$ cat src/rtl/core/bap_pkg.sv
// ----------------------------------------------------------------------------
// bap_pkg: shared types and constants of the block-average pixelate core
// Payload structs, configuration register indexes and fixed field widths.
// ----------------------------------------------------------------------------
`default_nettype none

package bap_pkg;

	localparam int MAX_IMAGE_WIDTH_DEF = 2048;
	localparam int MAX_BLOCK_SIDE_DEF  = 64;
	localparam int MAX_IMAGE_HEIGHT    = 2048;
	localparam int ROW_W               = 11;
	localparam int COL_W               = 11;
	localparam int CFG_IDX_W           = 2;
	localparam int CFG_DATA_W          = 12;
	localparam int QUEUE_DEPTH         = 4;

	localparam logic [CFG_IDX_W-1:0] CFG_IMAGE_WIDTH  = 2'd0;
	localparam logic [CFG_IDX_W-1:0] CFG_IMAGE_HEIGHT = 2'd1;
	localparam logic [CFG_IDX_W-1:0] CFG_BLOCK_WIDTH  = 2'd2;
	localparam logic [CFG_IDX_W-1:0] CFG_BLOCK_HEIGHT = 2'd3;

	typedef struct packed {
		logic [7:0] pixel_blue;
		logic [7:0] pixel_green;
		logic [7:0] pixel_red;
	} pix_t;

	typedef struct packed {
		logic [COL_W-1:0] tile_column;
		logic [ROW_W-1:0] tile_row;
		logic [7:0]       avg_blue;
		logic [7:0]       avg_green;
		logic [7:0]       avg_red;
		logic             frame_done;
	} res_t;

endpackage

`default_nettype wire

$ cat src/rtl/core/bap_queue.sv
// ----------------------------------------------------------------------------
// bap_queue: short job queue
// Holds finished block sums between the accumulator and the divider.
// ----------------------------------------------------------------------------
`default_nettype none

module bap_queue
	import bap_pkg::*;
#(
	parameter int DW = 8
) (
	input  wire logic          clk,
	input  wire logic          arst_n,
	input  wire logic          wr_en,
	input  wire logic [DW-1:0] wr_data,
	input  wire logic          rd_en,
	output logic      [DW-1:0] rd_data,
	output logic               q_full,
	output logic               q_empty
);

	localparam int PW = $clog2(QUEUE_DEPTH);

	logic [DW-1:0] store_q [QUEUE_DEPTH];
	logic [PW-1:0] wr_ptr_q, rd_ptr_q;
	logic [PW:0]   fill_q;

	assign rd_data = store_q[rd_ptr_q];
	assign q_full  = (fill_q == (PW+1)'(QUEUE_DEPTH));
	assign q_empty = (fill_q == '0);

	always_ff @(posedge clk) begin
		if (wr_en) begin
			store_q[wr_ptr_q] <= wr_data;
		end
	end

	always_ff @(posedge clk or negedge arst_n) begin
		if (!arst_n) begin
			wr_ptr_q <= '0;
			rd_ptr_q <= '0;
			fill_q   <= '0;
		end else begin
			if (wr_en) wr_ptr_q <= wr_ptr_q + PW'(1);
			if (rd_en) rd_ptr_q <= rd_ptr_q + PW'(1);
			fill_q <= fill_q + (PW+1)'(wr_en) - (PW+1)'(rd_en);
		end
	end

endmodule

`default_nettype wire

$ cat config.mk
export PLATFORM = sky130hd
export DESIGN_NAME = bap_queue
export DESIGN_NICKNAME = d
export VERILOG_FILES = /design/src/rtl/core/bap_pkg.sv /design/src/rtl/core/bap_queue.sv
export SDC_FILE = /design/constraint.sdc
export NUM_CORES = 1
export LEC_CHECK = 0
export ABC_CLOCK_PERIOD_IN_PS = 2300
export BUFFER_PORTS_ARGS = -buffer_cell sky130_fd_sc_hd__buf_4
export CORE_MARGIN = 4
export CORE_UTILIZATION = 44
export DETAILED_ROUTE_END_ITERATION = 7
export GPL_TIMING_DRIVEN = 0
export SLEW_MARGIN = 20
export SYNTH_ARGS = -nofsm -noshare
export SYNTH_HDL_FRONTEND = slang
export SYNTH_SLANG_ARGS = --single-unit
$ cat constraint.sdc
create_clock -name clk -period 2.3 [get_ports clk]
set_clock_uncertainty 0.2 [all_clocks]
set_input_delay 0.46 -clock clk [delete_from_list [all_inputs] [get_ports clk]]
set_output_delay 0.46 -clock clk [all_outputs]
set_load 0.01 [all_outputs]
======== Word level (Yosys, flattened, before mapping) ========
Memories as Yosys holds them, arrays and structs flattened.
Cells that the tools add are included.
storage, ports and cells
  flip-flop bits (word level) ............. 7
  bits in writable memories ............... 32
  input port bits ......................... 12
  output and inout bits ................... 10
  logic and storage cells ................. 12
  memories kept ........................... 1
operators by class
  $add $sub $neg .......................... 4
  equal/unequal tests ..................... 1
  mux-type cells .......................... 2
  reductions and logical operators ........ 1
memories
  memory   words  bits a word  rd ports  clocked after memory_dff  write ports  RTL line         RTL
  store_q  4      8            1         0                         1            bap_queue.sv:24  logic [DW-1:0] store_q [QUEUE_DEPTH];
operators with widths
  kind                                                            count
  2-bit by 1-bit adder with 2-bit output (second input constant)  2
  3-bit by 1-bit adder with 3-bit output                          1
  3-bit == test (second input constant)                           1
  3-bit zero test                                                 1
  3-bit by 1-bit subtractor with 3-bit output                     1
  1-bit two-way mux                                               2

======== Logic depth before layout (Yosys ltp) ========
  word-level depth ........................ 2
  depth in mapped cells ................... 7
  mapped depth without buffers ............ 7

======== Worst setup path after synthesis ========
OpenSTA, ideal clock, no wires.
  kind .................................... input to register
  from .................................... in rd_en
  to ...................................... reg fill_q[2]
  library setup time ...................... 123 ps
  data arrival time ....................... 1,543 ps
  data required time ...................... 1,977 ps
  path slack .............................. 434 ps
  stages on the path ...................... 6
  path through ............................ ha_1 inv_1 ha_1 fa_1 xnor2_1 xnor2_1
between the ends
  word-level cells in the longest chain between the ends .. 1
ends and longest elaborated chain
  element                                      RTL line         RTL
  start: declaration                           bap_queue.sv:16  input wire logic rd_en,
  3-bit by 1-bit subtractor with 3-bit output  bap_queue.sv:46  fill_q <= fill_q + (PW+1)'(wr_en) - (PW+1)'(rd_en);
  end signal: assignment                       bap_queue.sv:46
  end: declaration                             bap_queue.sv:26  logic [PW:0] fill_q;
Every way passes these cells.
A chain may end at the register's enable or synchronous reset.

======== Worst setup path in the final report ========
  from .................................... reg rd_ptr_q[0]
  to ...................................... out rd_data[6]
between the ends
  word-level cells in the longest chain between the ends .. 1
ends and longest elaborated chain
  element                   RTL line         RTL
  start: declaration        bap_queue.sv:25  logic [PW-1:0] wr_ptr_q, rd_ptr_q;
  start signal: assignment  bap_queue.sv:45  if (rd_en) rd_ptr_q <= rd_ptr_q + PW'(1);
  memory 4 x 8 bit          n/a
  end: declaration          bap_queue.sv:17  output logic [DW-1:0] rd_data,
Every way passes these cells.

==> impl_metrics.csv <==
group,metric,value,unit
status,status,"finished, final reports clean",
floorplanning,io_pins,22,
synthesis,avgSynthCellArea,20.30,µm²
floorplanning,die_x,67.22,µm
setup_path,cp-start-kind,"register",
pwr,netSwitchingFraction,0.2969,
setup_path,endpoint_kind,"output pin",
floorplanning,fp.dieArea,0.004518,mm²
clock_tree,clk_pin_slew,120,ps
placed_design,gp_congestion,0.6198,
timing,maxSlewViolCount,0,
synthesis,synthAdderAreaFrac,0.06164,
run,drv_cap,0,
placed_design,place_area,0.001758,mm²
synthesis,ys_warn_count,0,
clock_tree,numClockSinks,39,
setup_path,critPathBufInv,2,
clock_tree,clockBufferDepth,2,
pwr,leakagePower,0.7029,nW
synthesis,synth_cells,76,
synthesis,ys_ff_latch,39,
pwr,p_int,1.520,mW
setup_path,cp_top_family,"multiplexers",
pwr,p_comb_frac,0.366,
synthesis,ys_types,15,
timing,hold_viol,0,
detailed_routing,postRouteAntennaNets,0,
synthesis,syn_area,0.001543,mm²
pwr,p_seq_frac,0.468,
timing,timing.slew.headroom,0.7023,
setup_path,crit_required,1640,ps
timing,worstMarginPinSlew,446.6,ps
global_routing,grt_pass1_wl,3919,µm
detailed_routing,vias,733,
finish,drive_gt1_frac,0.3585,
global_routing,grt_max_degree,13,
floorplanning,core_area,0.003363,mm²
clock_tree,cts_setup_buffers,0,
detailed_routing,drt_iter0_markers,21,
clock_tree,cts_made_buffers,5,
finish,syn_to_final_growth,19.06,%
finish,fin_area,0.001837,mm²
setup_path,cp_cell_sequence,"buf_12, mux4_2, buf_4",
detailed_routing,drc,0,
pwr,power.density,1177,mW/mm²
global_routing,grtUsageTotal,0.1286,
timing,hold_ws,105.0,ps
min_path,hp-class,"in -> reg",
detailed_routing,viasPerCell,4.822,
floorplanning,die_h,67.22,µm
setup_path,worst-path-max-fanout,10,
setup_path,cp_slowest_stage_delay,510,ps
finish,n_fill_cell,300,
global_routing,grt_antenna_before_repair,0,
synthesis,synth_xor_area_frac,0.02839,
global_routing,grt_pass1_vias,793,
detailed_routing,drt-total-wl,2392,µm
floorplanning,core.rowCount,21,
synthesis,yosysSeqAreaShare,0.7364,
synthesis,synth-compound-area-share,0.003244,
finish,nets,124,
setup_path,arrival,1540,ps
synthesis,synth-simple-area-share,0.02839,
clock_tree,htreeDepth,2,
finish,n_antenna_cell,0,
timing,setup-tns-final,0,ps
detailed_routing,firstDrtPassIters,4,
clock_tree,root_buffer,"clkbuf_4",
setup_path,crit_path_top_delay_cell,"mux4_2",
pwr,power,2.163,mW
pwr,power.switching,642.1,µW
global_routing,grt_overflow,0,
timing,rsz0062_at_grt,"false",
floorplanning,initial_utilization,0.4587,
placed_design,io_buffer_count,21,
detailed_routing,wire_per_inst,15.74,µm
timing,post-route-min-period,2202,ps
synthesis,synth.area.mux_share,0.1168,
setup_path,worst-setup-path-type,"reg -> out",
timing,period_share,0.9572,
synthesis,synth_top_family_by_area,"multiplexers",
pwr,p_clk_frac,0.167,
timing,finalSetupViolCount,0,
clock_tree,cts_tree,"built",
clock_tree,clk_latency,330,ps
pwr,peakVddDrop,0.0005714,V
timing,max_freq,454.2,MHz
placed_design,dp_hpwl,1635,µm
synthesis,synth.net_count,95,
-- area by class of cell --
| class | instances | area (µm²) | share of cell area |
|---|---|---|---|
| well taps | 46 | 57.56 | 0.03134 |
| inverters | 6 | 22.52 | 0.01226 |
| plain buffers | 2 | 25.02 | 0.01362 |
| clock buffers | 7 | 55.05 | 0.02997 |
| repair buffers | 22 | 167.7 | 0.09128 |
| clock inverters | 1 | 5.005 | 0.002725 |
| flip-flops and latches | 39 | 1136 | 0.6185 |
| multi-input cells | 29 | 367.9 | 0.2003 |
-- final timing paths --
check                            startpoint  slack (ps)            end  depth (start not counted)
worst max-delay path            rd_ptr_q[0]         100     rd_data[6]                          3
worst max register to register    fill_q[0]         430      fill_q[2]                          7
max in group asynchronous            arst_n        1510    rd_ptr_q[1]                          2
worst min register to register  wr_ptr_q[0]         340    wr_ptr_q[0]                          1
min in group asynchronous            arst_n         270    wr_ptr_q[0]                          2
worst min-delay path             wr_data[1]         100  store_q[0][1]                          1
-- Yosys cell counts --
library cell	number	area (µm²)
ha_1	6	75.07
mux4_2	8	180.2
and2_1	4	25.02
and3_1	1	6.260
o21ai_0	1	5.000
inv_1	6	22.52
nand2_1	2	7.510
xor2_1	2	17.52
dfrtp_1	7	175.2
edfxtp_1	32	960.9
fa_1	1	20.02
buf_2	1	5.000
xnor2_1	3	26.28
buf_6	1	11.26
nor3_1	1	5.000
-- metrics by stage --
step	worst slack (ps)	cells	utilization
2_1_floorplan	433.7	76	-
3_3_place_gp	256.6	143	0.5227
3_5_place_dp	235.0	143	0.5227
4_1_cts	45.82	152	0.5435
5_1_grt	10.37	152	0.5461
6_report	98.41	152	0.5461
-- kinds of logic (layout without fill, tap and decap cells) --
kind of cell / count (synthesis) / count (layout)
compound gates: 1 / 1
buf+inv: 8 / 38
fa+ha+maj: 7 / 7
flops: 39 / 39
simple gates: 8 / 8
xor+xnor: 5 / 5
mux: 8 / 8
-- worst reg2reg max path: stages (launching register included) --
cell     delay, ps
dfrtp_1        370
inv_1           60
ha_1           270
inv_1           40
ha_1           190
fa_1           370
xnor2_1        180
xnor2_1        130
-- cell usage in the layout (no fill, tap or decap), drive strengths merged --
cell	Yosys	final
clkinv	0	1
and2	4	4
edfxtp	32	32
clkbuf	0	7
o21ai	1	1
and3	1	1
ha	6	6
nor3	1	1
mux4	8	8
nand2	2	2
xor2	2	2
dfrtp	7	7
xnor2	3	3
fa	1	1
buf	2	23
dlygate4sd3	0	1
inv	6	6
-- power groups by stage --
stage	sequential, mW	clock (mW)	combinational (mW)
global placement	1.02	0	0.783
global route	1.03	0.419	0.887
CTS	1.01	0.376	0.803
finish	1.01	0.360	0.791
detailed placement	1.03	0	0.802
floorplan	1.01	0	0.517
-- sequential cells by signal, indices dropped and copies added, names as in the netlist --
register  count
store_q      32
fill_q        3
rd_ptr_q      2
wr_ptr_q      2
-- what timing repair did --
action / in CTS / in global routing
endpoints found under the setup margin: 0 / 1
hold endpoints to repair: 7 / 0
hold buffers: 1 / 0
gates resized for setup: 0 / 2
-- metal layers --
metal | up-vias | GRT usage | part of all wire
met5 | - | 0 | 0
met4 | 0 | 0.08354 | 0.018
met3 | 5 | 0.04493 | 0.050
met2 | 17 | 0.1914 | 0.49
met1 | 367 | 0.1590 | 0.45
li1 | 344 | - | -
Power figures use the tool's default switching activity.
