**src/rtl/core/bap_pkg.sv**
```systemverilog
// ----------------------------------------------------------------------------
// bap_pkg: shared types and constants of the block-average pixelate core
// Payload structs, configuration register indexes and fixed field widths.
// ----------------------------------------------------------------------------
`default_nettype none

package bap_pkg;

	localparam int MAX_IMAGE_WIDTH_DEF = 2048;
	localparam int MAX_BLOCK_SIDE_DEF  = 64;
	localparam int MAX_IMAGE_HEIGHT    = 2048;
	localparam int ROW_W               = 11;
	localparam int COL_W               = 11;
	localparam int CFG_IDX_W           = 2;
	localparam int CFG_DATA_W          = 12;
	localparam int QUEUE_DEPTH         = 4;

	localparam logic [CFG_IDX_W-1:0] CFG_IMAGE_WIDTH  = 2'd0;
	localparam logic [CFG_IDX_W-1:0] CFG_IMAGE_HEIGHT = 2'd1;
	localparam logic [CFG_IDX_W-1:0] CFG_BLOCK_WIDTH  = 2'd2;
	localparam logic [CFG_IDX_W-1:0] CFG_BLOCK_HEIGHT = 2'd3;

	typedef struct packed {
		logic [7:0] pixel_blue;
		logic [7:0] pixel_green;
		logic [7:0] pixel_red;
	} pix_t;

	typedef struct packed {
		logic [COL_W-1:0] tile_column;
		logic [ROW_W-1:0] tile_row;
		logic [7:0]       avg_blue;
		logic [7:0]       avg_green;
		logic [7:0]       avg_red;
		logic             frame_done;
	} res_t;

endpackage

`default_nettype wire

```
**src/rtl/core/bap_back.sv**
```systemverilog
// ----------------------------------------------------------------------------
// bap_back: block mean divider and result register
// Divides three channel sums by the pixel count, one quotient bit a cycle.
// ----------------------------------------------------------------------------
`default_nettype none

module bap_back
	import bap_pkg::*;
#(
	parameter int SW  = 24,
	parameter int CNW = 18,
	parameter int DW  = 1 + ROW_W + COL_W + CNW + 3*SW
) (
	input  wire logic          clk,
	input  wire logic          arst_n,
	input  wire logic [DW-1:0] job_data,
	input  wire logic          q_empty,
	output logic               job_rd,
	output res_t               result,
	output logic               empty,
	input  wire logic          pop
);

	localparam logic [1:0] B_IDLE = 2'd0;
	localparam logic [1:0] B_DIV  = 2'd1;
	localparam logic [1:0] B_HOLD = 2'd2;
	localparam int         IW     = $clog2(SW);

	logic [1:0]       state_q;
	logic [IW-1:0]    iter_q;
	logic [SW-1:0]    dq_q  [3];
	logic [CNW-1:0]   rem_q [3];
	logic [CNW-1:0]   cnt_q;
	logic [ROW_W-1:0] row_q;
	logic [COL_W-1:0] col_q;
	logic             fdone_q;
	logic             valid_q;
	res_t             result_q;

	logic [SW-1:0]  dq_nx  [3];
	logic [CNW-1:0] rem_nx [3];
	logic [7:0]     avg    [3];
	logic           slot_free;

	assign job_rd    = (state_q == B_IDLE) && !q_empty;
	assign slot_free = !valid_q || pop;
	assign empty     = !valid_q;
	assign result    = result_q;

	// One restoring step per lane
	always_comb begin
		logic [CNW:0] rs;
		for (int k = 0; k < 3; k++) begin
			rs = {rem_q[k], dq_q[k][SW-1]};
			if (rs >= {1'b0, cnt_q}) begin
				rem_nx[k] = CNW'(rs - {1'b0, cnt_q});
				dq_nx[k]  = {dq_q[k][SW-2:0], 1'b1};
			end else begin
				rem_nx[k] = CNW'(rs);
				dq_nx[k]  = {dq_q[k][SW-2:0], 1'b0};
			end
			avg[k] = (dq_q[k] > SW'(255)) ? 8'hFF : dq_q[k][7:0];
		end
	end

	// Lane 0 carries blue, lane 2 red (the top slice of the job's sums is blue)
	always_ff @(posedge clk) begin
		if (job_rd) begin
			{fdone_q, row_q, col_q, cnt_q, dq_q[0], dq_q[1], dq_q[2]} <= job_data;
			for (int k = 0; k < 3; k++) rem_q[k] <= '0;
		end else if (state_q == B_DIV) begin
			for (int k = 0; k < 3; k++) begin
				dq_q[k]  <= dq_nx[k];
				rem_q[k] <= rem_nx[k];
			end
		end
		if ((state_q == B_HOLD) && slot_free) begin
			result_q.tile_column <= col_q;
			result_q.tile_row    <= row_q;
			result_q.avg_blue    <= avg[0];
			result_q.avg_green   <= avg[1];
			result_q.avg_red     <= avg[2];
			result_q.frame_done  <= fdone_q;
		end
	end

	always_ff @(posedge clk or negedge arst_n) begin
		if (!arst_n) begin
			state_q <= B_IDLE;
			iter_q  <= '0;
			valid_q <= 1'b0;
		end else begin
			if ((state_q == B_HOLD) && slot_free) valid_q <= 1'b1;
			else if (pop && valid_q)              valid_q <= 1'b0;
			unique case (state_q)
				B_IDLE: begin
					if (job_rd) begin
						state_q <= B_DIV;
						iter_q  <= IW'(SW-1);
					end
				end
				B_DIV: begin
					if (iter_q == '0) state_q <= B_HOLD;
					else              iter_q  <= iter_q - IW'(1);
				end
				B_HOLD: begin
					if (slot_free) begin
						state_q <= B_IDLE;
					end
				end
				default: state_q <= B_IDLE;
			endcase
		end
	end

endmodule

`default_nettype wire

```
**config.mk**
```make
export PLATFORM = sky130hd
export DESIGN_NAME = bap_back
export DESIGN_NICKNAME = d
export VERILOG_FILES = /design/src/rtl/core/bap_pkg.sv /design/src/rtl/core/bap_back.sv
export SDC_FILE = /design/constraint.sdc
export NUM_CORES = 1
export LEC_CHECK = 0
export BUFFER_PORTS_ARGS = -buffer_cell sky130_fd_sc_hd__buf_2
export CAP_MARGIN = 20
export CORE_MARGIN = 4
export CORE_UTILIZATION = 45
export CTS_CLUSTER_DIAMETER = 30
export DETAILED_ROUTE_END_ITERATION = 10
export GPL_ROUTABILITY_DRIVEN = 1
export GPL_TIMING_DRIVEN = 0
export PLACE_DENSITY = 0.65
export SKIP_LAST_GASP = 1
export SYNTH_ARGS = -nofsm -noshare
export SYNTH_HDL_FRONTEND = slang
export SYNTH_SLANG_ARGS = --single-unit
```
**constraint.sdc**
```tcl
create_clock -name clk -period 6.3 [get_ports clk]
set_clock_uncertainty 0.2 [all_clocks]
set_input_delay 0.63 -clock clk [delete_from_list [all_inputs] [get_ports clk]]
set_output_delay 0.63 -clock clk [all_outputs]
set_load 0.01 [all_outputs]
```
* After elaboration in Yosys (flattened, before gate mapping)
Memory sizes are Yosys's and may differ from the RTL's.
Cells that the tools add are included.
Widths: inputs -> output; s select.
** Storage, ports and cells
- RAM bits :: 54
- Output and inout bits :: 49
- Register bits :: 168
- Memories :: 1
- Logic and storage cells :: 74
** Memory list
- rem_q :: words 3, width 18, rd ports 3, clocked after Yosys merged registers in 0, wr ports 3, RTL line bap_back.sv:32 : logic [CNW-1:0] rem_q [3];
** Operators by class
- Reductions and logical operators :: 13
- $lt $le $gt $ge :: 6
- Bitwise logic cells :: 3
- Equal/unequal tests :: 6
- $add $sub $neg :: 4
- Mux-type cells :: 25
** Operator list (number)
- $mux 72 :: 2
- $mux 18 :: 6
- $gt 24x8->1 const B :: 3
- $ge 19x18->1 :: 3
- $sub 18x18->18 :: 3
- $mux 1 :: 10
- $mux 5 :: 2
- $pmux 5 s2 :: 1
- $mux 2 :: 3
- $ne 2x2->1 const B :: 3
- $pmux 2 s3 :: 1
- $reduce_and 3->1 :: 2
- $reduce_bool 2->1 :: 3
- $logic_not 5->1 :: 1
- $sub 5x1->5 const B :: 1
- $logic_and 1x1->1 :: 3
- $or 1x1->1 :: 3
- $eq 2x1->1 const B :: 1
- $eq 2x2->1 const B :: 1
- $logic_not 1->1 :: 2
- $logic_not 2->1 :: 1
- $ne 2x1->1 const B :: 1
- $logic_or 1x1->1 :: 1

* Longest topological paths before layout
Gate-level depths: netlist of run 1.
- Word-level depth :: 5
- Mapped depth :: 13
- Mapped depth without buffers :: 12

* Worst setup path after synthesis of run 1
OpenSTA, ideal clock, no wires.
- Kind :: input port to flip-flop
- Start :: in q_empty
- End :: reg dq_q[0] (netlist bit), enable pin
- Path slack :: 1677 ps
- Buffers on the path :: 2
- Cell stages on the path :: 4
- Arrival :: 3933 ps
- Required time :: 5610 ps
- Path through :: or3_1 > clkbuf_1 > clkbuf_1 > nand2_1
** On the way
- Word-level cells in the longest chain between the ends :: 3
** Ends and longest elaborated chain
- start, declared :: RTL line bap_back.sv:17 : input wire logic q_empty,
- $logic_not 1->1 :: RTL line bap_back.sv:45 : assign job_rd = (state_q == B_IDLE) && !q_empty;
- $logic_and 1x1->1 :: RTL line bap_back.sv:45
- $reduce_bool 2->1 (no source line)
- end signal, assigned by index :: RTL line bap_back.sv:73 : dq_q[k] <= dq_nx[k];
- end, declared :: RTL line bap_back.sv:31 : logic [SW-1:0] dq_q [3];
Every way passes these cells.
A chain may end at the register's enable or synchronous reset.

* Final worst setup path of run 1
- Start :: reg state_q[1]
- End :: out job_rd
** On the way
- Word-level cells in the longest chain between the ends :: 2
** Ends and longest elaborated chain
- start, declared :: RTL line bap_back.sv:29 : logic [1:0] state_q;
- start signal, assigned :: RTL line bap_back.sv:89 : state_q <= B_IDLE;
- start signal, assigned :: RTL line bap_back.sv:98 : state_q <= B_DIV;
- start signal, assigned :: RTL line bap_back.sv:103 : if (iter_q == '0) state_q <= B_HOLD;
- $logic_not 2->1 :: RTL line bap_back.sv:45
- $logic_and 1x1->1 :: RTL line bap_back.sv:45
- end, declared :: RTL line bap_back.sv:18 : output logic job_rd,
Every way passes these cells.

==> results of run 1 <==
layout make-up:
cell class	count	area [um2]	share of cell area, %
Timing Repair Buffer	169	903	6.29
Sequential cell	222	6630	46.2
Antenna cell	1	2.50	0.0174
Clock inverter	36	340	2.37
Multi-Input combinational cell	721	4460	31.0
Inverter	37	139	0.968
Tap cell	324	405	2.82
Clock buffer	58	1320	9.21
Buffer	31	158	1.10
critical path: stages (launching register included):
cell and delay (ns):
dfrtp_1 0.39, or3_1 0.37, clkbuf_1 0.19, inv_1 0.10, clkbuf_1 0.48, clkbuf_2 0.54
buf_2 0.23
cell usage in the layout, fill, tap and decap left out, drive strengths merged, types with 14 or more instances in the layout:
master	Yosys	routed
buf	8	176
mux2i	39	39
nand4	15	15
a21o	19	19
ha	56	56
nor3	14	14
nand2	241	241
xor2	16	16
clkbuf	23	81
clkinv	1	24
a21oi	38	38
inv	36	39
o21ai	26	26
xnor2	26	26
or2	29	29
edfxtp	214	214
nor2	76	76
registers in the layout (all words and copies together) (netlist names):
name / flops
result: 47
cnt_q: 18
fdone_q: 1
valid_q: 1
col_q: 11
row_q: 11
iter_q: 5
dq_q: 72
state_q: 2
rem_q: 54
through the flow:
step	area, um2	TNS [ns]	worst slack, ns	power (mW)
after floorplan	11400	0	1.68	5.05
after global placement	12600	-73.01	-0.586	5.71
after detailed placement	12700	0	2.72	5.77
after CTS	14400	0	2.52	8.32
after global routing	14400	0	2.40	8.84
final	14400	0	2.61	8.27
power by group:
part	leakage [nW]	switching [mW]	internal (mW)
Clock	0.802	0.830	1.67
Combinational	3.20	1.80	1.29
Sequential	2.22	0.261	2.42
metal layers:
layer	up-vias	GRT usage, %	part of all wire, %
met1	3816	24.5	44
met4	4	5.62	2.3
met5	-	0	0.084
met2	244	29.6	46
met3	58	4.86	7.6
li1	4106	-	-
repair_timing:
item	in CTS	in global routing
endpoints found under the hold margin	8	0
buffers inserted	0	0
hold buffers	1	0
gates resized for setup	0	0
final timing paths:
kind / start / to / slack (ns)
hold / removal: job_data[107] / row_q[6] / 0.06
setup reg to reg: state_q[1] / dq_q[5] / 2.80
min in group asynchronous: arst_n / iter_q[0] / 0.30
setup / recovery: state_q[1] / job_rd / 2.61
max in group asynchronous: arst_n / iter_q[3] / 5.42
hold reg to reg: col_q[3] / result[39] / 0.21
cell families after synthesis:
kind of cell / Yosys count / synth area share [%]
XOR/XNOR: 42 / 3.24
AO/OA/AOI/OAI: 150 / 8.93
adder cells (fa/ha/maj): 59 / 6.70
AND/OR/NAND/NOR: 431 / 16.8
flip-flops: 222 / 58.3
buffers and inverters: 68 / 2.60
multiplexers: 39 / 3.44
==> metrics.yaml, run 1 <==
synthesis:
  synth_common_cells: "nand2_1 (241), edfxtp_1 (214), nor2_1 (75)"
  avgSynthCellArea_um2: 11.2
  synthTopCellsByArea: "edfxtp_1 (57%), nand2_1 (8.0%), ha_1 (6.2%)"
  synth_edf_count: 214
  synth_top_area_share_pct: 56.6
  yosysUniqueCellTypes: 68
  ys_async_sr_fraction_pct: 3.60
  synth.most_common_cell: "nand2_1"
  ys.flop_type: "edfxtp_1"
  synth_nets: 1187
  mappedNetlistArea_um2: 11400
  ys_seq_elements: 222
  seq_area_frac_synth_pct: 58.3
  yosysTopAreaCell: "edfxtp_1"
  postSynthCellCount: 1011
  synth_warnings: 0
floorplanning:
  die_x_um: 167
  start_util_pct: 46.2
  fp.dieH_um: 167
  core_um2: 24600
  ioPinCount: 166
  dieArea_um2: 27900
  num_rows: 57
detailed_routing:
  vias: 8228
  drt_iter0_drc: 551
  first_pass_iters: 5
  ant_nets: 0
  via_per_inst: 5.15
  wl_per_cell_um: 16.4
  routed_wl_mm: 26.2
  drc: 0
timing:
  rsz0062_at_grt: "false"
  slew_headroom_pct: 40.3
  finalCriticalPeriod_ns: 3.69
  hold_slack_ns: 0.0608
  setup_viol: 0
  final_hold_viol_count: 0
  slew_viol_final: 0
  max_freq_mhz: 271
  fin_crit_sh_pct: 58.5
  tightest_slew_ns: 0.895
layout:
  finalNonFillerCells: 1599
  nFillCells: 2082
  finalNetCount: 1409
  fin_util_pct: 58.3
  areaGrowthSynthToFinish_pct: 26.3
  drive_above_1_share_pct: 23.5
cts:
  cts.clk_slew.worst_paths_ns: 0.05
  cts_root_buf: "clkbuf_16"
  clk_path_buf_depth: 3
  cts.sinks: 222
  cts_tree: "done"
  clk_latency_ns: 0.54
  cts_buffers: 51
  h-tree-depth: 2
run_status:
  status: "completed"
worst_setup_path:
  endpoint_kind: "output pin"
  crit_arrival_ns: 2.86
  crit_required_ns: 5.47
  rr_worst_depth: 5
  path_max_fanout: 16
  critPathLaunchType: "flip-flop"
  setup.worst_path.class: "reg -> out"
placement:
  gp_congestion: 0.865
  portBuffers: 165
  place_hpwl_mm: 18.5
  dpl.cell_count: 1503
power:
  p_leak_nw: 6.23
  vdd_ir_drop_max_mv: 0.299
  power.density_cell_area_nw_per_um2: 576
grt:
  antenna_found_initial: 3
  grt_first_pass_wirelength_mm: 42.0
  grt_pass1_vias: 8174
  grt_usage_pct: 18.4
  grt_max_degree: 67
  grt_overflow: 0
hold_path:
  min_path_type: "in -> reg"
  whs_path_depth: 1
run:
  maxCapViolCount: 0
Note: power is estimated with default switching activity, not from simulation.
==> run 2: changes to the inputs <==
Settings changed: ABC_AREA set to 1, PLACE_DENSITY 0.65 to 0.67.
Clock period 6.3 ns to 3.28 ns, I/O delays scaled along.
==> run 2 against run 1 <==
Against the previous run:
- non-clock buffer count increased by 114
- sequential cell count is the same
- synthesized cell count is 48% higher
- sequential share of layout area shrank 6.8 points
- register-to-register slack worse by 2.3 ns
- die area increased by 11%
- global-route usage rose by 4.1 points
- largest power group unchanged
==> metrics.yaml, run 2 <==
synthesis:
  synth_warnings: 0  # unchanged
  yosysTopAreaCell: "edfxtp_1"
  synth_top_area_share_pct: 50.7  # -5.9 points
  mappedNetlistArea_um2: 12700  # +12%
  ys_seq_elements: 222  # unchanged
  synth_mux_area_share_pct: 0  # -3.4 points
  seq_area_frac_synth_pct: 52.3  # -6.0 points
  synth_nets: 1674  # +41%
  synth_xor_area_share_pct: 1.66  # -1.6 points
  synth.most_common_cell: "nand2_1"
  yosysUniqueCellTypes: 40  # -41%
  synthTopCellsByArea: "edfxtp_1 (51%), nand2_1 (15%), inv_1 (7.1%)"
  synth_common_cells: "nand2_1 (509), inv_1 (240), edfxtp_1 (214)"
  ys.flop_type: "edfxtp_1"
  avgSynthCellArea_um2: 8.46  # -25%
  postSynthCellCount: 1498  # +48%
  synth_edf_count: 214  # unchanged
  synth_simple_gate_area_share_pct: 27.3  # +11 points
  synth_top_family_by_area: "simple AND/OR/NAND/NOR gates"
  ys_async_sr_fraction_pct: 3.60  # unchanged
  synth-adder-area-share_pct: 6.00  # -0.69 points
  synth_compound_area_share_pct: 4.18  # -4.8 points
timing:
  max_freq_mhz: 318
  tightest_slew_ns: 0.687  # -0.209 ns
  setup_viol: 0  # unchanged
  slew_viol_final: 0  # unchanged
  finalCriticalPeriod_ns: 3.14
  rsz0062_at_grt: "false"
  final_hold_viol_count: 0  # unchanged
  fin_crit_sh_pct: 95.8
  slew_headroom_pct: 53.8  # +13 points
  fin_ws_ns: 0.136  # -2.48 ns
floorplanning:
  core_um2: 27800  # +13%
  dieArea_um2: 30900  # +11%
  num_rows: 61  # +7.0%
  start_util_pct: 45.6  # -0.55 points
  fp.dieH_um: 176  # +5.4%
  ioPinCount: 166  # unchanged
  die_x_um: 176  # +5.4%
detailed_routing:
  wl_per_cell_um: 15.3  # -6.3%
  drc: 0  # unchanged
  vias: 11000  # +33%
  drt_iter0_drc: 845  # +53%
  via_per_inst: 4.87  # -5.3%
  first_pass_iters: 7  # +2
  ant_nets: 0  # unchanged
  routed_wl_mm: 34.5  # +32%
worst_setup_path:
  crit_required_ns: 2.75  # -2.72 ns
  path_max_fanout: 39  # +23
  crit_arrival_ns: 2.62  # -0.24 ns
  endpoint_kind: "output pin"
  rr_worst_depth: 10  # +5
  setup.worst_path.class: "reg -> out"
  r2r_slack_ns: 0.48  # -2.32 ns
  critPathLaunchType: "flip-flop"
layout:
  areaGrowthSynthToFinish_pct: 32.7
  top_register: "dq_q"
  final_cell_mix: "nand2_1 (508), inv_1 (240), edfxtp_1 (214)"
  finalNetCount: 2008  # +43%
  fin_util_pct: 60.6  # +2.2 points
  largest_reg_flops: 72  # unchanged
  final_common_cell: "nand2_1"
  drive_above_1_share_pct: 15.3  # -8.1 points
  nFillCells: 2350  # +13%
hold_path:
  min_path_type: "in -> reg"
  whs_path_depth: 4  # +3
cts:
  clk_latency_ns: 0.54  # about the same
  cts_root_buf: "clkbuf_16"
  h-tree-depth: 2  # unchanged
  cts.sinks: 222  # unchanged
  clk_path_buf_depth: 3  # unchanged
  cts.clk_slew.worst_paths_ns: 0.04  # about the same
  cts_tree: "done"
  cts_buffers: 47  # -7.8%
placement:
  portBuffers: 165  # unchanged
  gp_congestion: 0.890  # +2.9%
  place_ws_ns: 0.313  # -2.41 ns
  place_hpwl_mm: 23.1  # +25%
run_status:
  status: "completed"
power:
  pwr-share-clk_pct: 27.1  # -3.1 points
  vdd_ir_drop_max_mv: 0.514  # +72%
  swShare_pct: 39.5  # +4.6 points
  seqPwrFrac_pct: 30.0  # -2.5 points
  power_frac_comb_pct: 42.9  # +5.6 points
  p_switching_mw: 6.82  # +140%
  p_int_mw: 10.4  # +94%
  p_leak_nw: 8.00  # +29%
  power.density_cell_area_nw_per_um2: 1030  # +78%
grt:
  antenna_found_initial: 2  # -1
  grt_pass1_vias: 11400  # +39%
  grt_first_pass_wirelength_mm: 56.4  # +34%
  grt_overflow: 0  # unchanged
  grt_usage_pct: 22.5  # +4.1 points
  grt_max_degree: 92  # +37%
run:
  maxCapViolCount: 0  # unchanged
## run 2: cell count changes after synthesis, moves of 19 or more
cell / before / now
a21o_1: 19 / 0
inv_1: 36 / 240
mux2i_1: 39 / 0
nand2_1: 241 / 509
nand3_1: 12 / 51
nand3b_1: 1 / 35
nor2_1: 75 / 161
o21ai_0: 22 / 59
or2_2: 28 / 0
xnor2_1: 26 / 7
## run 2: critical path, cell delays in order, from the launching register on
cell and delay (ns):
dfrtp_1 0.38, nor2_1 0.12, inv_1 0.08, nor2_4 0.27
buf_2 0.37, buf_2 0.37, buf_12 0.29, buf_2 0.18
## run 2: final timing paths
kind,from,end
setup / recovery,state_q[0],job_rd
hold / removal,q_empty,state_q[0]
setup reg to reg,cnt_q[0],rem_q[0][50]
hold reg to reg,col_q[6],result[42]
max in group asynchronous,arst_n,iter_q[3]
min in group asynchronous,arst_n,iter_q[0]
## run 2: final cells by class
| cell class | instances | area [um2] | share of cell area (%) |
|---|---|---|---|
| inverter | 243 | 915 | 5.44 |
| timing repair buffer | 285 | 2060 | 12.2 |
| tap | 378 | 473 | 2.81 |
| clock inverter | 35 | 364 | 2.16 |
| clock buffer | 52 | 1220 | 7.23 |
| multi-input combinational | 1004 | 4990 | 29.6 |
| antenna | 2 | 5.00 | 0.0298 |
| buffer | 29 | 176 | 1.05 |
| sequential | 222 | 6630 | 39.4 |
## run 2: power by group through the flow
stage                     clock network (mW)  logic (mW)  registers (mW)
after floorplan                            0        5.54            5.10
after global placement                     0        6.95            5.24
after detailed placement                   0        7.19            5.19
after CTS                               4.70        7.35            5.16
after global routing                    4.88        8.52            5.28
final                                   4.67        7.41            5.18
## run 2: cells by family (layout without fill, tap and decap cells)
group,Yosys count,count (layout)
xor gates and xnor gates,24,24
AOI/OAI and AO/OA,102,102
other,0,2
DFF,222,222
and+or+nand+nor,819,819
buffers and inverters,272,644
adders and majority gates,59,59
## run 2: repair_timing
item                                    in CTS  in global routing
endpoints found under the setup margin       1                  0
resized for setup                            1                  0
hold buffers                               116                  0
hold endpoints to repair                   123                  0
setup buffers                                0                  0
## run 2: per-layer routing
layer  wire [um]  global-route usage [%]  vias to the layer above
met2       16600                    38.6                      360
met5           0                       0                        -
met4         990                    7.34                        0
met1       14400                    28.1                     5054
met3        2480                    5.32                       75
li1            -                       -                     5478
## run 2: per-stage QoR
stage | hold WS, ns | total power, mW | cells | area, um2 | setup TNS, ns
2_1_floorplan | -0.168 | 10.6 | 1498 | 12700 | 0
3_3_place_gp | -0.0190 | 12.2 | 2041 | 14000 | -205.40
3_5_place_dp | -0.0234 | 12.4 | 2045 | 14100 | 0
4_1_cts | 0.130 | 17.2 | 2248 | 16800 | 0
5_1_grt | 0.180 | 18.7 | 2250 | 16800 | 0
6_report | 0.151 | 17.3 | 2250 | 16800 | 0
